$ cat src/hw/rtl/m3nr_pkg.sv
// Package for the masked 3-D neighborhood range filter.
// Payload, configuration and control types shared by the m3nr modules other than m3nr_ram.
`timescale 1ns / 1ps
`default_nettype none

package m3nr_pkg;

    localparam int SAMPLE_W = 16;
    localparam int DEPTH_W  = 16;
    localparam int APB_AW   = 6;
    localparam int APB_DW   = 64;

    // Register indexes (byte address / 8)
    localparam logic [2:0] REG_VOLUME_WIDTH   = 3'd0;
    localparam logic [2:0] REG_VOLUME_HEIGHT  = 3'd1;
    localparam logic [2:0] REG_VOLUME_DEPTH   = 3'd2;
    localparam logic [2:0] REG_KERNEL_WIDTH   = 3'd3;
    localparam logic [2:0] REG_KERNEL_HEIGHT  = 3'd4;
    localparam logic [2:0] REG_KERNEL_DEPTH   = 3'd5;
    localparam logic [2:0] REG_FOOTPRINT_BITS = 3'd6;
    localparam logic [2:0] REG_SIGNED_SAMPLES = 3'd7;

    localparam logic ACT_SAMPLE = 1'b0;
    localparam logic ACT_FLUSH  = 1'b1;

    typedef struct packed {
        logic                action;
        logic [SAMPLE_W-1:0] sample;
    } t_in;

    typedef struct packed {
        logic [SAMPLE_W-1:0] range_value;
        logic                last_voxel;
    } t_out;

    typedef struct packed {
        logic [7:0]         volume_width;
        logic [7:0]         volume_height;
        logic [DEPTH_W-1:0] volume_depth;
        logic [2:0]         kernel_width;
        logic [2:0]         kernel_height;
        logic [2:0]         kernel_depth;
        logic [63:0]        footprint_bits;
        logic               signed_samples;
    } t_cfg;

    typedef enum logic [3:0] {
        ST_IDLE,
        ST_CHECK,
        ST_BASE_Z,
        ST_BASE_Y,
        ST_BASE_X,
        ST_CENTER,
        ST_SCAN,
        ST_DRAIN,
        ST_DONE
    } t_state;

    typedef struct packed {
        logic accept;
        logic base_z;
        logic base_y;
        logic base_x;
        logic center;
        logic scan;
        logic finish;
    } t_cmd;

    typedef struct packed {
        logic ready;
        logic scan_last;
        logic out_free;
    } t_status;

endpackage

`default_nettype wire

$ cat src/hw/rtl/m3nr_ctrl.sv
// Sequencer for the range filter: one request at a time, then a window scan when a result is due.
// Uses m3nr_pkg for the state, command and status types.
`timescale 1ns / 1ps
`default_nettype none

module m3nr_ctrl (
    input  wire logic              i_clk,
    input  wire logic              i_rst_n,
    input  wire logic              i_in_valid,
    output logic                   o_in_stall,
    input  m3nr_pkg::t_status      i_status,
    output m3nr_pkg::t_cmd         o_cmd
);

    m3nr_pkg::t_state r_state, n_state;

    always_ff @(posedge i_clk) begin
        if (!i_rst_n) begin
            r_state <= m3nr_pkg::ST_IDLE;
        end else begin
            r_state <= n_state;
        end
    end

    always_comb begin
        n_state    = r_state;
        o_cmd      = '0;
        o_in_stall = 1'b1;
        case (r_state)
            m3nr_pkg::ST_IDLE: begin
                o_in_stall   = 1'b0;
                o_cmd.accept = i_in_valid;
                if (i_in_valid) begin
                    n_state = m3nr_pkg::ST_CHECK;
                end
            end
            m3nr_pkg::ST_CHECK: begin
                // a result is due only once its whole window is written
                n_state = i_status.ready ? m3nr_pkg::ST_BASE_Z : m3nr_pkg::ST_IDLE;
            end
            m3nr_pkg::ST_BASE_Z: begin
                o_cmd.base_z = 1'b1;
                n_state      = m3nr_pkg::ST_BASE_Y;
            end
            m3nr_pkg::ST_BASE_Y: begin
                o_cmd.base_y = 1'b1;
                n_state      = m3nr_pkg::ST_BASE_X;
            end
            m3nr_pkg::ST_BASE_X: begin
                o_cmd.base_x = 1'b1;
                n_state      = m3nr_pkg::ST_CENTER;
            end
            m3nr_pkg::ST_CENTER: begin
                o_cmd.center = 1'b1;
                n_state      = m3nr_pkg::ST_SCAN;
            end
            m3nr_pkg::ST_SCAN: begin
                o_cmd.scan = 1'b1;
                if (i_status.scan_last) begin
                    n_state = m3nr_pkg::ST_DRAIN;
                end
            end
            m3nr_pkg::ST_DRAIN: begin
                n_state = m3nr_pkg::ST_DONE;
            end
            m3nr_pkg::ST_DONE: begin
                // hold until the output register can take the result
                o_cmd.finish = i_status.out_free;
                if (i_status.out_free) begin
                    n_state = m3nr_pkg::ST_IDLE;
                end
            end
            default: begin
                n_state = m3nr_pkg::ST_IDLE;
            end
        endcase
    end

    a_accept_to_check: assert property (@(posedge i_clk) disable iff (!i_rst_n)
        (r_state == m3nr_pkg::ST_IDLE && i_in_valid) |=> (r_state == m3nr_pkg::ST_CHECK))
        else $error("accepted request did not move to check");

    a_scan_to_drain: assert property (@(posedge i_clk) disable iff (!i_rst_n)
        (r_state == m3nr_pkg::ST_SCAN && i_status.scan_last) |=>
        (r_state == m3nr_pkg::ST_DRAIN))
        else $error("scan did not end on its last cell");

    a_done_release: assert property (@(posedge i_clk) disable iff (!i_rst_n)
        (r_state == m3nr_pkg::ST_DONE && i_status.out_free) |=>
        (r_state == m3nr_pkg::ST_IDLE))
        else $error("finished result not released");

    a_stall_when_busy: assert property (@(posedge i_clk) disable iff (!i_rst_n)
        (r_state != m3nr_pkg::ST_IDLE) |-> (o_in_stall && !o_cmd.accept))
        else $error("request taken while busy");

endmodule

`default_nettype wire

$ cat config.mk
export PLATFORM = sky130hd
export DESIGN_NAME = m3nr_ctrl
export DESIGN_NICKNAME = d
export VERILOG_FILES = /design/src/hw/rtl/m3nr_pkg.sv /design/src/hw/rtl/m3nr_ctrl.sv
export SDC_FILE = /design/constraint.sdc
export NUM_CORES = 1
export LEC_CHECK = 0
export ABC_AREA = 1
export BUFFER_PORTS_ARGS = -buffer_cell sky130_fd_sc_hd__buf_2
export CORE_AREA = 2 2 39 41
export DETAILED_ROUTE_END_ITERATION = 10
export DIE_AREA = 0 0 41 43
export PLACE_DENSITY = 0.53
export SYNTH_ARGS = -nofsm -noshare
export SYNTH_HDL_FRONTEND = slang
export SYNTH_SLANG_ARGS = --single-unit
$ cat constraint.sdc
create_clock -name i_clk -period 1.4 [get_ports i_clk]
set_input_delay 0.35 -clock i_clk [delete_from_list [all_inputs] [get_ports i_clk]]
set_output_delay 0.35 -clock i_clk [all_outputs]
set_load 0.02 [all_outputs]
==> out/qor.txt, run 1 <==
CTS tree - yes
largest net degree at the start of global routing - 7
TritonRoute pass-1 iters - 2
f_max - 704 MHz
Final Hold Vio Count - 0
power after layout - 0.000461 W
Cells after DPL - 79
CP max-delay cell - dfxtp_4
P_int - 0.000304 W
P_leak - 0.281 nW
RSZ-0062 raised after global routing - true
die area - 1760 sq um
critical path peak fanout - 6
via density per instance - 4.06
CORE AREA - 1380 sq um
post-synthesis cell count - 50
initial antenna violation count - 0
register area share after synthesis - 28.4%
Placement Rows - 14
post-synth top area share - 28.4%
cell taking the most area after synthesis - dfxtp_1
drt drc - 0
Ant. Diodes - 0
syn_nets - 56
combinational share of power - 37.9%
VDD IR max - 0.430 mV
CTS clk-pin slew, worst paths - 0.04 ns
Vias - 349
dominant cells by area after synthesis - dfxtp_1 (28%), nand2_1 (17%), inv_1 (16%)
Psw - 0.000157 W
Commonest cells post-synth - nand2_1 (13), inv_1 (12), nor2_1 (7), dfxtp_1 (4)
Post-DRT Antenna Nets - 0
peak per-stage delay on the critical path - 0.36 ns
post-synth cell types - 12
Max-Cap Viols - 0
synthesized cell area - 282 sq um
max reg flops - 4
FF/Latch Area - 92.6 sq um
worst-path cell chain - nor2_4 -> nand2_1 -> nor2_1 -> buf_4
most used flip-flop cell after synthesis - dfxtp_1
worst-margin pin slew - 0.193 ns
Clock Skew - 0.00373 ns
Initial Util - 20.3%
Filler cells - 154
post-layout util - 34.8%
total CTS buffers - 3
P per Cell Area - 958 nW/um^2
Critical Path Source Type - flip-flop
final non-filler cell total - 86
Final period util - 101%
final setup TNS - -0.0447 ns
Sw Ratio - 34.1%
Synthesis Warnings - 0
slew margin rel. - 87.0%
failing checks - negative setup slack
crit path time final - 1.42 ns
final setup fails - 4
fin nets - 78
WP data arrival - 1.07 ns
area grow syn2layout - 71.1%
most frequent cell after synthesis - nand2_1
WS Path Type - flip-flop to primary output
clk sinks - 4
share of post-route cells with drive strength above 1 - 51.4%
DP Area - 373 sq um
Post-Layout Inst Area - 482 sq um
EDFF count, synth - 0
worst-skew pair later-pin latency - 0.23 ns
grt total ovfl - 0
CTS root buf - clkbuf_4
area of the multi-input gates - 184 sq um
class of the worst hold path - primary input to flip-flop
status - complete, but fails checks
crit end category - primary output
sequential power share - 32.5%
dpl hpwl - 519 um
Slew Viols, Final - 0
Ports - 14
Port Buffer Count - 13
drt initial violations - 3
Biggest register - r_state
Required @ worst endpoint - 1.05 ns
die height - 43 um
Top Registers - r_state (4)
Clock power frac - 29.6%
first-pass GRT wire length - 966 um
number of synthesized register bits - 4
vias in the first global route - 274
worst-case clock buffer depth - 2
Setup WS post-layout - -0.0200 ns
final WL - 703 um
FFs w/ async S/R, synth - 0%
Final GP Congestion - 0.679
wire per inst - 8.17 um
H-tree lvl count - 1
GRT Total Usage - 8.84%
die width - 41 um
Mapped Avg Cell Area - 5.63 sq um
==> cell type report <==
| type | count | share of cell area (%) |
|---|---|---|
| repair buffers | 17 | 23.6 |
| clock buffers | 3 | 4.68 |
| inverters | 13 | 10.1 |
| well taps | 16 | 4.16 |
| flip-flops and latches | 4 | 19.2 |
| multi-input cells | 33 | 38.2 |
==> per-stage QoR <==
| step | worst slack (ns) | hold WS [ns] |
|---|---|---|
| 4_1_cts | -0.0304 | 0.315 |
| 3_5_place_dp | 0.103 | 0.554 |
| 2_1_floorplan | -0.00770 | 0.448 |
| 3_3_place_gp | 0.102 | 0.557 |
| 5_1_grt | -0.0880 | 0.326 |
| 6_report | -0.0200 | 0.319 |
==> placed cells by master (no fill, tap or decap), types with 3 or more instances in the layout <==
master and instances:
nand2_1 11, inv_1 10, buf_4 9, buf_2 7, nor2_1 5, nor2_4 4, inv_2 3, nand3_1 3
clkbuf_4 3, dfxtp_4 3
==> power by group through the flow <==
| stage | sequential (W) | clock (W) | combinational, W |
|---|---|---|---|
| floorplan | 0.000140 | 0 | 0.0000927 |
| global placement | 0.000142 | 0 | 0.000129 |
| detailed placement | 0.000142 | 0 | 0.000128 |
| CTS | 0.000146 | 0.000142 | 0.000139 |
| global route | 0.000152 | 0.000152 | 0.000193 |
| finish | 0.000150 | 0.000137 | 0.000175 |
==> final timing paths <==
kind,from,cells after the start,slack [ns],endpoint
hold / removal,i_rst_n,3,0.32,r_state[1]$_SDFFE_PN0P_
setup reg to reg,r_state[1]$_SDFFE_PN0P_,7,0.33,r_state[0]$_SDFFE_PN0P_
hold reg to reg,r_state[2]$_SDFFE_PN0P_,3,0.61,r_state[3]$_SDFFE_PN0P_
setup / recovery,r_state[1]$_SDFFE_PN0P_,4,-0.02,o_cmd[0]
==> timing repair <==
item                       CTS  global route
gates cloned                 0             0
setup endpoints to repair    8             7
setup buffers                1             3
pin swaps                    2             4
resized for setup           16             7
hold buffers                 0             0
==> routing by layer <==
layer / share of wire, % / global-route usage, % / up-vias / routed length (um)
li1: - / - / 192 / -
met1: 45 / 8.68 / 147 / 313
met2: 48 / 12.5 / 8 / 337
met3: 5.8 / 3.14 / 2 / 41
met4: 1.4 / 10.0 / 0 / 10
met5: 0 / 0 / - / 0
==> kinds of logic after synthesis <==
| kind of cell | Yosys count | share of synthesized area [%] |
|---|---|---|
| simple gates | 29 | 47.1 |
| buf+inv | 13 | 17.3 |
| compound gates | 4 | 7.11 |
| flops | 4 | 28.4 |
==> worst max-delay path: cells and delay by family (launching register included) <==
kind	cells	cell delay [ns]
buffers and inverters	1	0.15
flip-flops	1	0.36
AND/OR/NAND/NOR	3	0.34
Note: power is estimated with default switching activity, not from simulation.
==> run 2: changes to the inputs <==
--- a/config.mk
+++ b/config.mk
@@ -11,6 +11,7 @@
 export DETAILED_ROUTE_END_ITERATION = 10
 export DIE_AREA = 0 0 41 43
 export PLACE_DENSITY = 0.53
+export REMOVE_ABC_BUFFERS = 1
 export SYNTH_ARGS = -nofsm -noshare
 export SYNTH_HDL_FRONTEND = slang
 export SYNTH_SLANG_ARGS = --single-unit
==> run 2 against run 1 <==
The flow still finishes with violations (negative setup slack); hold slack gained 0.00065 ns; register-to-register slack gained 0.05 ns; largest cell class unchanged; power rose by 0.66%; first-iteration DRC count up 33%; combinational power is essentially flat; setup slack worse by 0.00083 ns.
==> out/qor.txt, run 2 (synthesis gave the netlist of run 1 again) <==
status - complete, but fails checks
failing checks - negative setup slack
clk sinks - 4 (unchanged)
worst-path cell chain - nor4_2 -> buf_4
Fin Hold WS - 0.320 ns (+0.000651 ns)
P_int - 0.000299 W (-1.7%)
Port Buffer Count - 13 (unchanged)
RSZ-0062 raised after global routing - true
Final Hold Vio Count - 0 (unchanged)
CTS clk-pin slew, worst paths - 0.03 ns (about the same)
Placement Rows - 14 (unchanged)
FF-to-FF setup slack - 0.38 ns (+0.05 ns)
largest net degree at the start of global routing - 7 (unchanged)
Ant. Diodes - 0 (unchanged)
final WL - 713 um (+1.4%)
most frequent cells in the layout - nand2_1 (9), inv_1 (8), buf_2 (6), buf_4 (6), inv_2 (5)
slew margin rel. - 85.0% (-2.0 points)
Final GP Congestion - 0.662 (-2.5%)
drt drc - 0 (unchanged)
final non-filler cell total - 85 (-1.2%)
WP data arrival - 1.07 ns (about the same)
Clock power frac - 30.4% (+0.8 points)
CTS tree - yes
H-tree lvl count - 1 (unchanged)
Hold-fix buffers, CTS - 0 (unchanged)
Clock Skew - 0.00174 ns (-0.00199 ns)
CTS root buf - clkbuf_4
die area - 1760 sq um (unchanged)
die height - 43 um (unchanged)
TritonRoute pass-1 iters - 2 (unchanged)
Min-Delay Path Depth - 3 (unchanged)
Max-Cap Viols - 0 (unchanged)
VDD IR max - 0.618 mV (+44%)
Crit Reg-Reg Endpoint - r_state[0]$_SDFFE_PN0P_
Cells after DPL - 79 (unchanged)
sequential power share - 32.1% (-0.4 points)
grt total ovfl - 0 (unchanged)
share of post-route cells with drive strength above 1 - 58.0% (+6.5 points)
Slew Viols, Final - 0 (unchanged)
total CTS buffers - 3 (unchanged)
Post-DRT Antenna Nets - 0 (unchanged)
reg2reg path depth - 6 (-1)
Hold Crit Start - i_rst_n
final setup fails - 2 (-2)
wire per inst - 8.39 um (+2.6%)
Ports - 14 (unchanged)
max reg flops - 4 (unchanged)
Top Registers - r_state (4)
crit end category - primary output
FF-to-FF Start - r_state[1]$_SDFFE_PN0P_
fin nets - 77 (-1.3%)
CORE AREA - 1380 sq um (unchanged)
WS Path Type - flip-flop to primary output
initial antenna violation count - 0 (unchanged)
CP max-delay cell - dfxtp_4
area grow syn2layout - 76.9%
Required @ worst endpoint - 1.05 ns (about the same)
worst-margin pin slew - 0.223 ns (+0.0296 ns)
die width - 41 um (unchanged)
Psw - 0.000166 W (+5.2%)
worst-skew pair later-pin latency - 0.23 ns (about the same)
Biggest register - r_state
P per Cell Area - 933 nW/um^2 (-2.6%)
class of the worst hold path - primary input to flip-flop
Critical Path Source Type - flip-flop
first-pass GRT wire length - 1020 um (+5.7%)
Sw Ratio - 35.6% (+1.5 points)
Setup WS post-layout - -0.0209 ns (-0.000827 ns)
worst-case clock buffer depth - 2 (unchanged)
critical path peak fanout - 5 (-1)
drt initial violations - 4 (+1)
Hold Crit Endpoint - r_state[1]$_SDFFE_PN0P_
crit path time final - 1.42 ns (+0.000827 ns)
GRT Total Usage - 9.13% (+0.29 points)
f_max - 704 MHz (about the same)
dpl hpwl - 545 um (+5.0%)
peak per-stage delay on the critical path - 0.36 ns (about the same)
final setup TNS - -0.0317 ns (+0.0130 ns)
post-layout util - 36.0% (+1.2 points)
Vias - 359 (+2.9%)
via density per instance - 4.22 (+4.1%)
leading cell type in the layout, fill and taps excluded - nand2_1
combinational share of power - 37.5% (-0.4 points)
Initial Util - 20.3% (unchanged)
P_leak - 0.276 nW (-1.6%)
vias in the first global route - 251 (-8.4%)
Final period util - 101% (about the same)
==> run 2: cell count changes in the layout (fill, tap and decap cells not counted), sizes merged <==
cell	delta
buf	-1
==> run 2: power by group through the flow <==
stage / sequential [W] / combinational, W / clock [W]
final: 0.000149 / 0.000174 / 0.000141
after global routing: 0.000152 / 0.000196 / 0.000155
after CTS: 0.000149 / 0.000155 / 0.000144
after detailed placement: 0.000142 / 0.000129 / 0
after global placement: 0.000142 / 0.000128 / 0
after floorplan: 0.000139 / 0.0000922 / 0
==> run 2: per-stage QoR <==
stage | total power (W) | setup WS (ns) | area [sq um]
after floorplan | 0.000231 | -0.0191 | 282
after global placement | 0.000270 | 0.153 | 367
after detailed placement | 0.000271 | 0.120 | 367
after CTS | 0.000448 | -0.0237 | 458
after global routing | 0.000502 | -0.0705 | 498
final | 0.000465 | -0.0209 | 498
==> run 2: how the worst max path moves through the flow <==
stage / start / end / slack [ns] / cells after the start
2_1_floorplan: r_state[0]$_SDFFE_PN0P_ / o_cmd[3] / -0.02 / 1
3_3_place_gp: r_state[1]$_SDFFE_PN0P_ / o_cmd[1] / 0.15 / 5
3_5_place_dp: r_state[3]$_SDFFE_PN0P_ / o_cmd[6] / 0.12 / 4
4_1_cts: r_state[0]$_SDFFE_PN0P_ / o_cmd[3] / -0.02 / 2
5_1_grt: r_state[2]$_SDFFE_PN0P_ / o_cmd[6] / -0.07 / 4
6_report: r_state[0]$_SDFFE_PN0P_ / o_cmd[3] / -0.02 / 2
==> run 2: routing by layer <==
metal  track usage (%)  share of wire (%)  vias up
li1                  -                  -      190
met1              11.5                 42      160
met2              11.6                 51        9
met3              4.71                6.2        0
met4              6.00                  0        0
met5                 0                  0        -
==> run 2: area by class of cell <==
type                    instances  area [sq um]
clock buffers                   3          22.5
fillers                       162           886
inverters                      13          48.8
multi-input cells              33           191
flip-flops and latches          4          95.1
well taps                      16          20.0
repair buffers                 16           120
==> run 2: worst max-delay path: cells and delay by family (launching register included) <==
kind	cells	cell delay (ns)
flip-flops	1	0.36
AND/OR/NAND/NOR	1	0.29
buffers and inverters	1	0.19
==> run 2: repair_timing <==
item / CTS / global route
buffers inserted: 2 / 1
pin swaps: 4 / 1
gates resized for setup: 21 / 13
endpoints found under the setup margin: 8 / 7
==> run 3: changes to the inputs <==
==> constraint.sdc (replaced) <==
create_clock -name i_clk -period 1.4 [get_ports i_clk]
set_input_delay 0 -clock i_clk [delete_from_list [all_inputs] [get_ports i_clk]]
set_output_delay 0 -clock i_clk [all_outputs]
set_load 0.02 [all_outputs]
==> run 3 against run 2 <==
The run now ends clean; critical path type unchanged; largest cell class unchanged; sequential share of layout area increased by 0.97 points; non-clock buffer count down 2; clock skew rose by 0.00080 ns; clock power barely moved; first-iteration DRC count increased by 75%; sequential power is 6% lower.
==> out/qor.txt, run 3 (synthesis gave the netlist of run 1 again) <==
final setup TNS - 0 ns (+0.0317 ns)
drt drc - 0 (unchanged)
Critical Path Source Type - flip-flop
class of the worst hold path - primary input to flip-flop
status - completed
Required @ worst endpoint - 1.40 ns (+0.35 ns)
Final period util - 84.8% (-17 points)
clk sinks - 4 (unchanged)
Initial Util - 20.3% (unchanged)
crit end category - primary output
peak per-stage delay on the critical path - 0.35 ns (about the same)
final WL - 632 um (-11%)
CTS root buf - clkbuf_4
Slew Viols, Final - 0 (unchanged)
initial antenna violation count - 0 (unchanged)
die height - 43 um (unchanged)
f_max - 843 MHz (+20%)
largest net degree at the start of global routing - 7 (unchanged)
Placement Rows - 14 (unchanged)
Port Buffer Count - 13 (unchanged)
CTS tree - yes
first-pass GRT wire length - 1040 um (+2.0%)
drt initial violations - 7 (+3)
Top Registers - r_state (4)
worst-margin pin slew - 0.254 ns (+0.0317 ns)
VDD IR max - 0.332 mV (-46%)
Final Hold Vio Count - 0 (unchanged)
post-CTS setup buffers - 0 (-2)
most frequent cells in the layout - nand2_1 (13), buf_2 (13), inv_1 (12)
WS Path Type - flip-flop to primary output
slew margin rel. - 83.0% (-2.0 points)
Ant. Diodes - 0 (unchanged)
worst-case clock buffer depth - 2 (unchanged)
CP max-delay cell - dfxtp_1
critical path peak fanout - 6 (+1)
final non-filler cell total - 83 (-2.4%)
crit path time final - 1.19 ns (-0.234 ns)
Cells after DPL - 79 (unchanged)
fin nets - 75 (-2.6%)
share of post-route cells with drive strength above 1 - 31.3% (-27 points)
RSZ-0062 raised after global routing - false
GRT Total Usage - 9.24% (+0.11 points)
die area - 1760 sq um (unchanged)
Post-DRT Antenna Nets - 0 (unchanged)
CORE AREA - 1380 sq um (unchanged)
Ports - 14 (unchanged)
wire per inst - 7.61 um (-9.2%)
H-tree lvl count - 1 (unchanged)
CTS clk-pin slew, worst paths - 0.04 ns (about the same)
max reg flops - 4 (unchanged)
area grow syn2layout - 41.8%
grt total ovfl - 0 (unchanged)
Clock Skew - 0.00255 ns (+0.000803 ns)
Final GP Congestion - 0.672 (+1.6%)
die width - 41 um (unchanged)
vias in the first global route - 286 (+14%)
Vias - 343 (-4.5%)
worst-skew pair later-pin latency - 0.23 ns (about the same)
TritonRoute pass-1 iters - 4 (+2)
Post-CTS Resized - 0 (-100%)
Biggest register - r_state
dpl hpwl - 525 um (-3.5%)
worst-path cell chain - nor2_2 -> nand2_1 -> nor2_1 -> buf_2
Max-Cap Viols - 0 (unchanged)
final setup fails - 0 (-2)
total CTS buffers - 3 (unchanged)
via density per instance - 4.13 (-2.2%)
WP data arrival - 1.19 ns (+0.12 ns)
P per Cell Area - 1020 nW/um^2 (+9.4%)
P_leak - 0.258 nW (-6.7%)
[run 3: cell types whose count changed in the layout (fill, tap and decap cells not counted), moves of 4 or more]
cell / delta
dfxtp_4: -4
buf_4: -6
nand2_2: -4
buf_6: -4
inv_2: -4
buf_2: +7
inv_1: +4
nand2_1: +4
dfxtp_1: +4
[run 3: critical path: cells and delay by family (launching register included)]
kind,cells,cell delay [ns]
simple gates,3,0.44
flops,1,0.35
buf+inv,1,0.16
[run 3: timing repair]
action / CTS / global route
hold buffers: 1 / 0
endpoints found under the setup margin: 0 / 0
endpoints found under the hold margin: 1 / 0
[run 3: power by group]
| part | switching, W | total (W) | internal, W |
|---|---|---|---|
| Combinational | 0.0000812 | 0.000128 | 0.0000465 |
| Sequential | 0.0000146 | 0.000140 | 0.000125 |
| Clock | 0.0000441 | 0.000140 | 0.0000957 |
[run 3: per-layer routing]
layer	GRT usage (%)	vias to the layer above	routed length [um]	share of wire [%]
met4	12.0	0	9	1.4
met5	0	-	0	0
met3	1.57	2	42	6.6
met1	10.3	147	255	40
li1	-	183	-	-
met2	12.2	11	325	51
[run 3: final timing paths]
check | slack, ns | cells after the start | endpoint | startpoint
setup / recovery | 0.21 | 4 | o_cmd[6] | r_state[3]$_SDFFE_PN0P_
hold / removal | 0.09 | 5 | r_state[1]$_SDFFE_PN0P_ | i_status[2]
setup reg to reg | 0.35 | 7 | r_state[0]$_SDFFE_PN0P_ | r_state[3]$_SDFFE_PN0P_
hold reg to reg | 0.63 | 3 | r_state[3]$_SDFFE_PN0P_ | r_state[2]$_SDFFE_PN0P_
[run 3: metrics by stage]
step	utilization, %	hold slack (ns)	total power (W)	setup WS (ns)	instance area (sq um)
floorplan	-	0.0976	0.000231	0.331	282
global placement	26.5	0.199	0.000268	0.346	367
detailed placement	26.5	0.207	0.000269	0.343	367
CTS	28.8	0.0840	0.000419	0.195	399
global route	28.8	0.137	0.000441	0.0987	399
finish	28.8	0.0940	0.000407	0.213	399
[run 3: cell type report]
class                   instances  area [sq um]
inverters                      13          48.8
flip-flops and latches          4          80.1
multi-input cells              33           153
repair buffers                 14          75.1
well taps                      16          20.0
clock buffers                   3          22.5
fillers                       166           985
