### config.mk
export PLATFORM = sky130hd
export DESIGN_NAME = m3nr_cfg
export DESIGN_NICKNAME = d
export VERILOG_FILES = /design/src/hw/rtl/m3nr_pkg.sv /design/src/hw/rtl/m3nr_cfg.sv
export SDC_FILE = /design/constraint.sdc
export NUM_CORES = 1
export LEC_CHECK = 0
export BUFFER_PORTS_ARGS = -buffer_cell sky130_fd_sc_hd__buf_4
export CAP_MARGIN = 10
export CORE_MARGIN = 2
export CORE_UTILIZATION = 50
export DETAILED_ROUTE_END_ITERATION = 10
export PLACE_DENSITY = 0.86
export SETUP_SLACK_MARGIN = 0.3
export SLEW_MARGIN = 20
export SYNTH_ARGS = -nofsm -noshare
export SYNTH_HDL_FRONTEND = slang
export SYNTH_SLANG_ARGS = --single-unit
export TNS_END_PERCENT = 10
### constraint.sdc
create_clock -name i_clk -period 2.2 [get_ports i_clk]
set_input_delay 0.44 -clock i_clk [delete_from_list [all_inputs] [get_ports i_clk]]
set_output_delay 0.44 -clock i_clk [all_outputs]
set_load 0.1 [all_outputs]
### src/hw/rtl/m3nr_pkg.sv
// Package for the masked 3-D neighborhood range filter.
// Payload, configuration and control types shared by the m3nr modules other than m3nr_ram.
`timescale 1ns / 1ps
`default_nettype none

package m3nr_pkg;

    localparam int SAMPLE_W = 16;
    localparam int DEPTH_W  = 16;
    localparam int APB_AW   = 6;
    localparam int APB_DW   = 64;

    // Register indexes (byte address / 8)
    localparam logic [2:0] REG_VOLUME_WIDTH   = 3'd0;
    localparam logic [2:0] REG_VOLUME_HEIGHT  = 3'd1;
    localparam logic [2:0] REG_VOLUME_DEPTH   = 3'd2;
    localparam logic [2:0] REG_KERNEL_WIDTH   = 3'd3;
    localparam logic [2:0] REG_KERNEL_HEIGHT  = 3'd4;
    localparam logic [2:0] REG_KERNEL_DEPTH   = 3'd5;
    localparam logic [2:0] REG_FOOTPRINT_BITS = 3'd6;
    localparam logic [2:0] REG_SIGNED_SAMPLES = 3'd7;

    localparam logic ACT_SAMPLE = 1'b0;
    localparam logic ACT_FLUSH  = 1'b1;

    typedef struct packed {
        logic                action;
        logic [SAMPLE_W-1:0] sample;
    } t_in;

    typedef struct packed {
        logic [SAMPLE_W-1:0] range_value;
        logic                last_voxel;
    } t_out;

    typedef struct packed {
        logic [7:0]         volume_width;
        logic [7:0]         volume_height;
        logic [DEPTH_W-1:0] volume_depth;
        logic [2:0]         kernel_width;
        logic [2:0]         kernel_height;
        logic [2:0]         kernel_depth;
        logic [63:0]        footprint_bits;
        logic               signed_samples;
    } t_cfg;

    typedef enum logic [3:0] {
        ST_IDLE,
        ST_CHECK,
        ST_BASE_Z,
        ST_BASE_Y,
        ST_BASE_X,
        ST_CENTER,
        ST_SCAN,
        ST_DRAIN,
        ST_DONE
    } t_state;

    typedef struct packed {
        logic accept;
        logic base_z;
        logic base_y;
        logic base_x;
        logic center;
        logic scan;
        logic finish;
    } t_cmd;

    typedef struct packed {
        logic ready;
        logic scan_last;
        logic out_free;
    } t_status;

endpackage

`default_nettype wire

### src/hw/rtl/m3nr_cfg.sv
// APB register bank for the range filter: eight registers at 8-byte steps.
// Uses m3nr_pkg for the register map and the configuration struct.
`timescale 1ns / 1ps
`default_nettype none

module m3nr_cfg (
    input  wire logic                          i_clk,
    input  wire logic                          i_rst_n,
    input  wire logic                          psel,
    input  wire logic                          penable,
    input  wire logic                          pwrite,
    input  wire logic [m3nr_pkg::APB_AW-1:0]   paddr,
    input  wire logic [m3nr_pkg::APB_DW-1:0]   pwdata,
    output logic      [m3nr_pkg::APB_DW-1:0]   prdata,
    output logic                               pready,
    output m3nr_pkg::t_cfg                     o_cfg,
    output logic                               o_restart
);

    m3nr_pkg::t_cfg r_cfg;
    logic           wr_en;
    logic [2:0]     reg_idx;

    assign pready    = 1'b1;
    assign reg_idx   = paddr[5:3];
    assign wr_en     = psel && penable && pwrite;
    assign o_restart = wr_en;
    assign o_cfg     = r_cfg;

    always_ff @(posedge i_clk) begin
        if (!i_rst_n) begin
            r_cfg.volume_width   <= 8'd1;
            r_cfg.volume_height  <= 8'd1;
            r_cfg.volume_depth   <= 16'd1;
            r_cfg.kernel_width   <= 3'd1;
            r_cfg.kernel_height  <= 3'd1;
            r_cfg.kernel_depth   <= 3'd1;
            r_cfg.footprint_bits <= 64'd1;
            r_cfg.signed_samples <= 1'b0;
        end else if (wr_en) begin
            case (reg_idx)
                m3nr_pkg::REG_VOLUME_WIDTH:   r_cfg.volume_width   <= pwdata[7:0];
                m3nr_pkg::REG_VOLUME_HEIGHT:  r_cfg.volume_height  <= pwdata[7:0];
                m3nr_pkg::REG_VOLUME_DEPTH:   r_cfg.volume_depth   <= pwdata[15:0];
                m3nr_pkg::REG_KERNEL_WIDTH:   r_cfg.kernel_width   <= pwdata[2:0];
                m3nr_pkg::REG_KERNEL_HEIGHT:  r_cfg.kernel_height  <= pwdata[2:0];
                m3nr_pkg::REG_KERNEL_DEPTH:   r_cfg.kernel_depth   <= pwdata[2:0];
                m3nr_pkg::REG_FOOTPRINT_BITS: r_cfg.footprint_bits <= pwdata;
                m3nr_pkg::REG_SIGNED_SAMPLES: r_cfg.signed_samples <= pwdata[0];
                default: ;
            endcase
        end
    end

    always_comb begin
        case (reg_idx)
            m3nr_pkg::REG_VOLUME_WIDTH:   prdata = 64'(r_cfg.volume_width);
            m3nr_pkg::REG_VOLUME_HEIGHT:  prdata = 64'(r_cfg.volume_height);
            m3nr_pkg::REG_VOLUME_DEPTH:   prdata = 64'(r_cfg.volume_depth);
            m3nr_pkg::REG_KERNEL_WIDTH:   prdata = 64'(r_cfg.kernel_width);
            m3nr_pkg::REG_KERNEL_HEIGHT:  prdata = 64'(r_cfg.kernel_height);
            m3nr_pkg::REG_KERNEL_DEPTH:   prdata = 64'(r_cfg.kernel_depth);
            m3nr_pkg::REG_FOOTPRINT_BITS: prdata = r_cfg.footprint_bits;
            m3nr_pkg::REG_SIGNED_SAMPLES: prdata = 64'(r_cfg.signed_samples);
            default:                      prdata = '0;
        endcase
    end

endmodule

`default_nettype wire

==> impl_results.md, run 1 <==
* Outcome: completed
* Critical Path Fanout Max at 3
* Startpoint Class: register
* Final setup margin at roughly 0.094 ns
* Total gr overflow at 0
* Gate Count Post-Synth at around 540
* Starting Density at 0.514
* Yosys warns at 0
* Post-Syn Area at roughly 0.005 mm²
* Synth top area cells: dfxtp_1, mux2i_1, nand2_1
* Num CTS Buffers at 9
* Final setup fails at 0
* First-pass GRT wire length at 23.4 mm
* CTS tree: built
* Highest clock rate at approximately 0.47 GHz
* RSZ-0062 raised after global routing: true
* Crit path from: o_cfg[98]
* Hold Crit Class: in -> reg
* RR Endpoint: o_cfg[100]
* Core Rows at 36
* Die Ht at 104 µm
* Flops & latches, synth at 106
* Fraction of synthesized cell area in xor and xnor cells at 0
* Avg Inst Size Synth at about 9.3 µm²
* Worst skew pair latency at 0.36 ns
* DR DRC count at 0
* Top cell type's share of synthesized area at 0.424
* Final worst path period share at 0.957
* Top FF cell, synth: dfxtp_1
* Post-Place Worst Slack at around 0.079 ns
* Synth Area in Compound Gates at 0.0288
* Setup_tns at 0 ns
* Synth Area in Simple Gates at 0.231
* Clk buf depth at 2
* Most frequent cells after synthesis: nand2_1, mux2i_1, dfxtp_1
* WL per Instance at between 15 and 20 µm
* Top Ports at approximately 250
* Comb power frac at 0.152
* H-tree Lvls at 3
* Syn Nets at 612
* Ant. Diodes at 0
* Hold worst-path end: o_cfg[28]
* Switching share of power at 0.285
* Number of synthesized flops with an enable pin at 0
* Root buffer cell: clkbuf_8
* Die width at 104 µm
* Crit. End Element: primary output
* PD cells at 479 mW/mm²
* Num Clock Sinks at between 100 and 150
* WS Path Type: reg -> out
* Share of layout cells above drive strength 1 at 0.537
* Worst Reg-to-Reg Cells at 3
* First-iteration detailed-routing DRC count at around 190
* Seq/Total Area, Yosys at 0.424
* Adder-cell share of the synthesized area at 0
* Clock network power share at 0.332
* Static leakage at about 3.6 nW
* IO buf count at ~240
* Asr flop ratio synth at 0
* Area Overhead vs Synth at 56.9%
* Net switching power at around 0.0011 W
* Largest family of logic cells by synthesized area: multiplexers
* Final instance area at between 0.007 and 0.008 mm²
* Vias per cell at 5.24
* Vias in the first global route at 4765
* Post-DP HPWL at about 11 mm
* Fin. Hold Viols at 0
* Worst Path Arrival at about 1.7 ns
* Core Box Area at about 0.0097 mm²
* Worst hold stages at 3
* Max Slew Vio Count at 0
* DRT antenna net count at 0
* TritonRoute pass-1 iters at 5
* Synth cell types at 36
* Internal at 0.00269 W
* Post-synthesis mux area share at 0.256
* Dominant cell by count in the synthesized netlist: nand2_1
* Reg2reg start: o_cfg[100]
* GR Util All Layers at 0.265
* Clock-pin slew on the worst setup and hold paths at around 0.11 ns
* RePlAce Congestion at around 0.85
* Initial antenna violation count at 0
* Synth area leader: dfxtp_1
* HP Start: pwdata[27]
* Total Die Area at between 0.01 and 0.015 mm²
* R2R Setup Slk at roughly 1.4 ns
* Maximum VDD drop at just over 0.4 mV
* Max cap viols at 0
* Max reg flops at 106
* Routed WL at roughly 16 mm
* Vias after detailed routing at approximately 4800
* Placed Area at 0.00719 mm²
* CP required at around 1.8 ns
* Clk_skew at 0 ns
* Fin nets at 857
* Min Tclk post-route at 2.11 ns
* Total power at between 0.003 and 0.004 W
* Reg power frac at 0.516
* Largest net degree at the start of global routing at 96
-- power by group through the flow --
stage / combinational, W / clock (W) / sequential (W)
after global routing: 0.000596 / 0.00134 / 0.00194
after floorplan: 0.000230 / 0 / 0.00209
final: 0.000571 / 0.00125 / 0.00194
after global placement: 0.000496 / 0 / 0.00198
after CTS: 0.000523 / 0.00125 / 0.00194
after detailed placement: 0.000506 / 0 / 0.00198
-- worst max-delay path by stage --
stage	to
2_1_floorplan	prdata[1]
3_3_place_gp	prdata[0]
3_5_place_dp	prdata[0]
4_1_cts	prdata[0]
5_1_grt	prdata[0]
6_report	prdata[0]
-- cells by family after synthesis --
logic type | after synthesis
other | 1
buffers and inverters | 40
and+or+nand+nor | 249
DFF | 106
AOI/OAI and AO/OA | 17
muxes | 124
-- area by class of cell --
class / instances / area [µm²]
sequential: 106 / 2200
inverter: 1 / 3.75
fill: 605 / 1880
multi-input combinational: 391 / 2880
clock buffer: 9 / 124
timing repair buffer: 273 / 2400
tap: 133 / 166
clock inverter: 7 / 75.1
-- per-layer routing --
metal | share of wire | vias up | GRT usage
met3 | 0.057 | 34 | 0.0551
met1 | 0.38 | 2322 | 0.282
met5 | 0 | - | 0
met2 | 0.54 | 208 | 0.510
met4 | 0.026 | 0 | 0.0975
li1 | - | 2258 | -
-- cell usage in the layout (no fill, tap or decap), types with 2 or more instances in the layout --
| master | count |
|---|---|
| and3_1 | 3 |
| a2bb2oi_1 | 2 |
| a211o_1 | 2 |
| mux4_2 | 3 |
| dfxtp_1 | 54 |
| and2_4 | 4 |
| nor2_4 | 10 |
| buf_12 | 19 |
| dfxtp_2 | 48 |
| and2_2 | 44 |
| clkbuf_8 | 9 |
| buf_4 | 243 |
| o2bb2ai_4 | 5 |
| mux2i_1 | 118 |
| dfxtp_4 | 4 |
| buf_6 | 3 |
| mux2_4 | 2 |
| inv_6 | 3 |
| buf_8 | 4 |
| nand2b_1 | 2 |
| nor2_1 | 10 |
| a2bb2oi_2 | 3 |
| nand3_1 | 2 |
| clkbuf_16 | 4 |
| clkinv_2 | 2 |
| nand2_1 | 162 |
-- timing repair --
item,in CTS,in global routing
buffers inserted,6,6
resized for setup,28,29
gates cloned,0,6
hold buffers,0,0
pin swaps,3,1
setup endpoints to repair,64,64
-- worst max-delay path, stage by stage (launching register included) --
cell	delay [ns]
dfxtp_2	0.36
mux4_2	0.48
mux2_4	0.30
buf_12	0.17
-- per-stage QoR --
step	utilization	hold slack, ns	std cells
after floorplan	-	0.580	537
after global placement	0.739	0.449	886
after detailed placement	0.739	0.458	886
after CTS	0.777	0.313	908
after global routing	0.806	0.309	920
final	0.806	0.328	920
Power figures use the tool's default switching activity.
==> run 2: changes to the inputs <==
--- a/config.mk
+++ b/config.mk
@@ -6,11 +6,11 @@
 export NUM_CORES = 1
 export LEC_CHECK = 0
 export BUFFER_PORTS_ARGS = -buffer_cell sky130_fd_sc_hd__buf_4
-export CAP_MARGIN = 10
 export CORE_MARGIN = 2
-export CORE_UTILIZATION = 50
+export CORE_UTILIZATION = 51
+export CTS_BUF_LIST = sky130_fd_sc_hd__clkbuf_2
 export DETAILED_ROUTE_END_ITERATION = 10
-export PLACE_DENSITY = 0.86
+export PLACE_DENSITY = 0.88
 export SETUP_SLACK_MARGIN = 0.3
 export SLEW_MARGIN = 20
 export SYNTH_ARGS = -nofsm -noshare
==> run 2 against run 1 <==
Effect of this change: combinational power decreased by 1%; critical endpoint unchanged; first-iteration DRC count up 4.7%; total power fell by 9.8%; the run now ends with negative setup slack left; sequential power about the same; non-clock buffer count rose by 2; cell count stayed put.
==> impl_results.md, run 2 (same netlist as run 1, synthesis figures left out) <==
* Share of layout cells above drive strength 1 at 0.551 (+0.0140)
* Clk buf depth at 2 (unchanged)
* Vias per cell at 5.55 (+6.0%)
* H-tree Lvls at 3 (unchanged)
* Die width at 103 µm (-0.95%)
* Fin nets at 859 (+0.23%)
* DRT antenna net count at 0 (unchanged)
* Worst Path Arrival at 1.93 ns (+0.26 ns)
* Max reg flops at 106 (unchanged)
* Outcome: finished with violations
* First-pass GRT wire length at 25.5 mm (+8.8%)
* Area Overhead vs Synth at 68.3%
* Worst-Margin Slew at around 0.57 ns
* Vias in the first global route at 5024 (+5.4%)
* Clock-pin slew on the worst setup and hold paths at 0.29 ns (+0.18 ns)
* Commonest non-fill, non-tap cells in the layout: buf_4, nand2_1, mux2i_1
* PD cells at 403 mW/mm² (-16%)
* CTS tree: built
* Root buffer cell: clkbuf_2
* Initial antenna violation count at 0 (unchanged)
* Final worst path period share at 1.08 (+0.122)
* RePlAce Congestion at 0.837 (-1.0%)
* Num CTS Buffers at 9 (unchanged)
* Vias after detailed routing at 5110 (+6.0%)
* Critical Path Fanout Max at 2 (-1)
* Post-Place Worst Slack at 0.0910 ns (+0.0118 ns)
* Most common cell after layout, fill and taps aside: buf_4
* WL per Instance at 21.0 µm (+17%)
* Max Slew Vio Count at 0 (unchanged)
* WS Path Type: reg -> out
* Maximum VDD drop at 0.313 mV (-23%)
* Final setup fails at 3 (+3)
* Core Rows at 36 (unchanged)
* Highest clock rate at 0.421 GHz (-11%)
* Top Ports at 247 (unchanged)
* Worst skew pair latency at 0.55 ns (+0.19 ns)
* Startpoint Class: register
* GR Util All Layers at 0.310 (+0.0452)
* Failing checks: negative setup slack
* Fin. Hold Viols at 0 (unchanged)
* Post-DP HPWL at 10.9 mm (+1.9%)
* Largest net degree at the start of global routing at 66 (-31%)
* Core Box Area at 0.00964 mm² (-0.93%)
* Die Ht at 103 µm (-0.95%)
* Total Die Area at 0.0106 mm² (-1.9%)
* Min Tclk post-route at 2.37 ns (+0.268 ns)
* Hold Crit Class: in -> reg
* Clk_skew at 0 ns (unchanged)
* Ant. Diodes at 0 (unchanged)
* Total power at 0.00339 W (-9.8%)
* Total gr overflow at 0 (unchanged)
* IO buf count at 242 (unchanged)
* Placed Area at 0.00721 mm² (+0.21%)
* Routed WL at 19.3 mm (+17%)
* Starting Density at 0.519 (+0.00480)
* Max cap viols at 0 (unchanged)
* Setup_tns at -0.266 ns (-0.266 ns)
* TritonRoute pass-1 iters at 5 (unchanged)
* Hold_ws at 0.0990 ns (-0.229 ns)
* Static leakage at 3.61 nW (+1.6%)
* First-iteration detailed-routing DRC count at 200 (+4.7%)
* RSZ-0062 raised after global routing: true
* Final instance area at 0.00842 mm² (+7.3%)
* Num Clock Sinks at 106 (unchanged)
* CP required at 1.76 ns (about the same)
* DR DRC count at 0 (unchanged)
* Final setup margin at -0.175 ns (-0.268 ns)
* Crit. End Element: primary output
* Max-slew headroom at 0.616
==> run 2: layout make-up <==
cell class / instances / area (µm²)
inverters: 1 / 3.75
clock buffers: 9 / 45.0
multi-input cells: 391 / 3010
flip-flops and latches: 106 / 2210
clock inverters: 5 / 56.3
fillers: 450 / 1220
repair buffers: 275 / 2930
well taps: 133 / 166
==> run 2: stage by stage <==
step,utilization,cells
5_1_grt,0.873,920
6_report,0.873,920
3_3_place_gp,0.748,888
3_5_place_dp,0.748,888
2_1_floorplan,-,537
4_1_cts,0.849,914
==> run 2: path summary, 6_finish.rpt <==
kind | from | end | slack, ns | cells past startpoint
worst max-delay path | o_cfg[71] | prdata[0] | -0.17 | 3
worst min-delay path | pwdata[58] | o_cfg[59] | 0.1 | 3
worst max register to register | o_cfg[71] | o_cfg[71] | 1.30 | 3
worst min register to register | o_cfg[11] | o_cfg[11] | 0.49 | 2
==> run 2: critical path, stage by stage (launching register included) <==
cell and delay, ns:
dfxtp_2 0.40, mux4_2 0.50, mux2_4 0.31, buf_12 0.17
==> run 2: what timing repair did <==
item | in CTS | in global routing
hold buffers | 0 | 0
pin swaps | 7 | 10
gates resized for setup | 187 | 79
hold endpoints to repair | 0 | 0
setup endpoints to repair | 64 | 64
setup buffers | 12 | 6
==> run 2: routing by layer <==
| metal | GRT usage | share of wire | vias up |
|---|---|---|---|
| li1 | - | - | 2266 |
| met1 | 0.343 | 0.35 | 2474 |
| met2 | 0.567 | 0.53 | 306 |
| met3 | 0.0753 | 0.076 | 64 |
| met4 | 0.129 | 0.038 | 0 |
| met5 | 0 | 0 | - |
==> run 2: power by group <==
part	leakage [nW]	total [W]	switching (W)	internal (W)
Combinational	2.67	0.000563	0.000360	0.000203
Clock	0.0618	0.000881	0.000632	0.000250
Sequential	0.877	0.00195	0.0000153	0.00193
Total	3.61	0.00339	0.00101	0.00238
==> run 3: changes to the inputs <==
--- a/config.mk
+++ b/config.mk
@@ -12,6 +12,7 @@
 export DETAILED_ROUTE_END_ITERATION = 10
 export PLACE_DENSITY = 0.88
 export SETUP_SLACK_MARGIN = 0.3
+export SKIP_LAST_GASP = 1
 export SLEW_MARGIN = 20
 export SYNTH_ARGS = -nofsm -noshare
 export SYNTH_HDL_FRONTEND = slang
==> run 3 against run 2 <==
Effect of this change: the flow still finishes with violations (negative setup slack); highest routed layer unchanged; first-iteration DRC count shrank 42%; sequential power is essentially flat; core utilization fell by 8.8 points; register-to-register slack gained 0.05 ns; clock-buffer cell count stayed put; global-route usage shrank 4.6 points; via count shrank 6.4%; largest power group unchanged; critical path depth unchanged.
==> impl_results.md, run 3 (same netlist as run 1, synthesis figures left out) <==
* Outcome: finished with violations
* Failing checks: negative setup slack
* Clk buf depth at 2 (unchanged)
* Maximum VDD drop at 0.298 mV (-4.6%)
* Crit path largest cell delay at 0.48 ns (-0.02 ns)
* Setup_tns at -0.151 ns (+0.115 ns)
* GRT busiest layer: met2
* Final setup margin at -0.0984 ns (+0.0764 ns)
* Most common cell after layout, fill and taps aside: buf_4
* Startpoint Class: register
* Critical path buffer and inverter count at 1 (unchanged)
* Worst skew pair latency at 0.52 ns (-0.03 ns)
* Die width at 103 µm (unchanged)
* Crit path cell chain: mux4_2 -> mux2_4 -> buf_12
* Root buffer cell: clkbuf_2
* Die Ht at 103 µm (unchanged)
* Core Box Area at 0.00964 mm² (unchanged)
* IO buf count at 242 (unchanged)
* RSZ-0062 raised after global routing: true
* Fin. Hold Viols at 0 (unchanged)
* CP delay by family, top: multiplexers
* RePlAce Congestion at 0.837 (unchanged)
* Ant. Diodes at 0 (unchanged)
* Max cap viols at 0 (unchanged)
* Worst Reg-to-Reg Cells at 4 (+1)
* Share of layout cells above drive strength 1 at 0.538 (-0.0132)
* Vias in the first global route at 4496 (-11%)
* CTS tree: built
* Initial antenna violation count at 0 (unchanged)
* Slowest-stage cell, CP: mux4_2
* Static leakage at 3.43 nW (-4.8%)
* Grt met3 use at 0.0569 (-0.0183)
* Min Tclk post-route at 2.30 ns (-0.0764 ns)
* Grt met2 use at 0.494 (-0.0734)
* Max reg flops at 106 (unchanged)
* PD cells at 441 mW/mm² (+9.5%)
* TritonRoute pass-1 iters at 4 (-1)
* CP required at 1.76 ns (about the same)
* R2R Setup Slk at 1.35 ns (+0.05 ns)
* Hold_ws at 0.115 ns (+0.0163 ns)
* Hold Crit Class: in -> reg
* Area Overhead vs Synth at 51.3%
* GR Util All Layers at 0.264 (-0.0463)
* First-pass GRT wire length at 21.8 mm (-14%)
* Hold buffers post-CTS at 0 (unchanged)
* Multi-input gate area at 0.00288 mm² (-4.3%)
* Vias per cell at 5.22 (-6.1%)
* FF/Latch Area at 0.00220 mm² (-0.68%)
* HP Start: pwdata[46]
* Total gr overflow at 0 (unchanged)
* Worst hold stages at 3 (unchanged)
* Top Ports at 247 (unchanged)
* Num Clock Sinks at 106 (unchanged)
* Routed WL at 15.1 mm (-21%)
* Crit. End Element: primary output
* Hold worst-path end: o_cfg[47]
* Vias after detailed routing at 4785 (-6.4%)
* Post-DP HPWL at 10.9 mm (unchanged)
* Starting Density at 0.519 (unchanged)
* H-tree Lvls at 3 (unchanged)
* Total Die Area at 0.0106 mm² (unchanged)
* # fillers at 629 (+40%)
* Max Slew Vio Count at 0 (unchanged)
* Commonest non-fill, non-tap cells in the layout: buf_4, nand2_1, mux2i_1
* WL per Instance at 16.5 µm (-21%)
* Highest clock rate at 0.435 GHz (+3.3%)
* RR Endpoint: o_cfg[70]
* M1 GR Usage at 0.299 (-0.0444)
* Reg2reg start: o_cfg[70]
* WS Path Type: reg -> out
* Crit path from: o_cfg[71]
* Num CTS Buffers at 9 (unchanged)
* Core Rows at 36 (unchanged)
* DR DRC count at 0 (unchanged)
* Final setup fails at 2 (-1)
* Largest net degree at the start of global routing at 66 (unchanged)
* Clock-pin slew on the worst setup and hold paths at 0.28 ns (about the same)
* First-iteration detailed-routing DRC count at 116 (-42%)
* DRT antenna net count at 0 (unchanged)
* Worst Path Arrival at 1.86 ns (-0.07 ns)
* Critical Path Fanout Max at 2 (unchanged)
* Final worst path period share at 1.04 (-0.0347)
* Clk_skew at 0 ns (unchanged)
* Fin nets at 856 (-0.35%)
==> run 3: cell types whose count changed in the layout (fill, tap and decap cells not counted), sizes merged <==
cell / before / now
buf: 275 / 272
==> run 3: cell type report <==
class	count	share of cell area
clock buffers	9	0.00595
clock inverters	5	0.00744
inverters	1	0.000496
multi-input cells	391	0.381
flip-flops and latches	106	0.290
well taps	133	0.0220
repair buffers	272	0.293
==> run 3: worst max-delay path by stage <==
stage / end / slack (ns) / depth (start not counted)
2_1_floorplan: prdata[1] / 0.08 / 4
3_3_place_gp: prdata[0] / 0.11 / 4
3_5_place_dp: prdata[5] / 0.09 / 6
4_1_cts: prdata[0] / -0.12 / 3
5_1_grt: prdata[0] / -0.21 / 3
6_report: prdata[0] / -0.1 / 3
==> run 3: routing by layer <==
| metal | vias to the layer above | part of all wire | wire, µm |
|---|---|---|---|
| met5 | - | 0 | 0 |
| met4 | 0 | 0.019 | 292 |
| met3 | 28 | 0.069 | 1040 |
| met2 | 201 | 0.54 | 8160 |
| met1 | 2298 | 0.37 | 5650 |
| li1 | 2258 | - | - |
==> run 3: report_power, final <==
group | internal [W] | switching (W)
clock | 0.000250 | 0.000613
combinational | 0.000190 | 0.000334
sequential | 0.00194 | 0.0000125
==> run 3: what timing repair did <==
item | 4_1_cts | 5_1_grt
endpoints found under the setup margin | 64 | 64
setup buffers | 12 | 3
resized for setup | 21 | 12
pin swaps | 3 | 1
==> run 3: through the flow <==
stage	instance area (µm²)	instances	utilization	power (W)	worst slack, ns
floorplan	5340	537	-	0.00232	0.0832
global placement	7210	888	0.748	0.00248	0.113
detailed placement	7210	888	0.748	0.00249	0.0910
CTS	7490	914	0.777	0.00334	-0.118
global route	7570	917	0.785	0.00346	-0.210
finish	7570	917	0.785	0.00334	-0.0984
==> run 3: worst min-delay path, cell delays in order <==
cell and delay (ns):
buf_4 0.11, nand2_1 0.05, mux2i_1 0.05
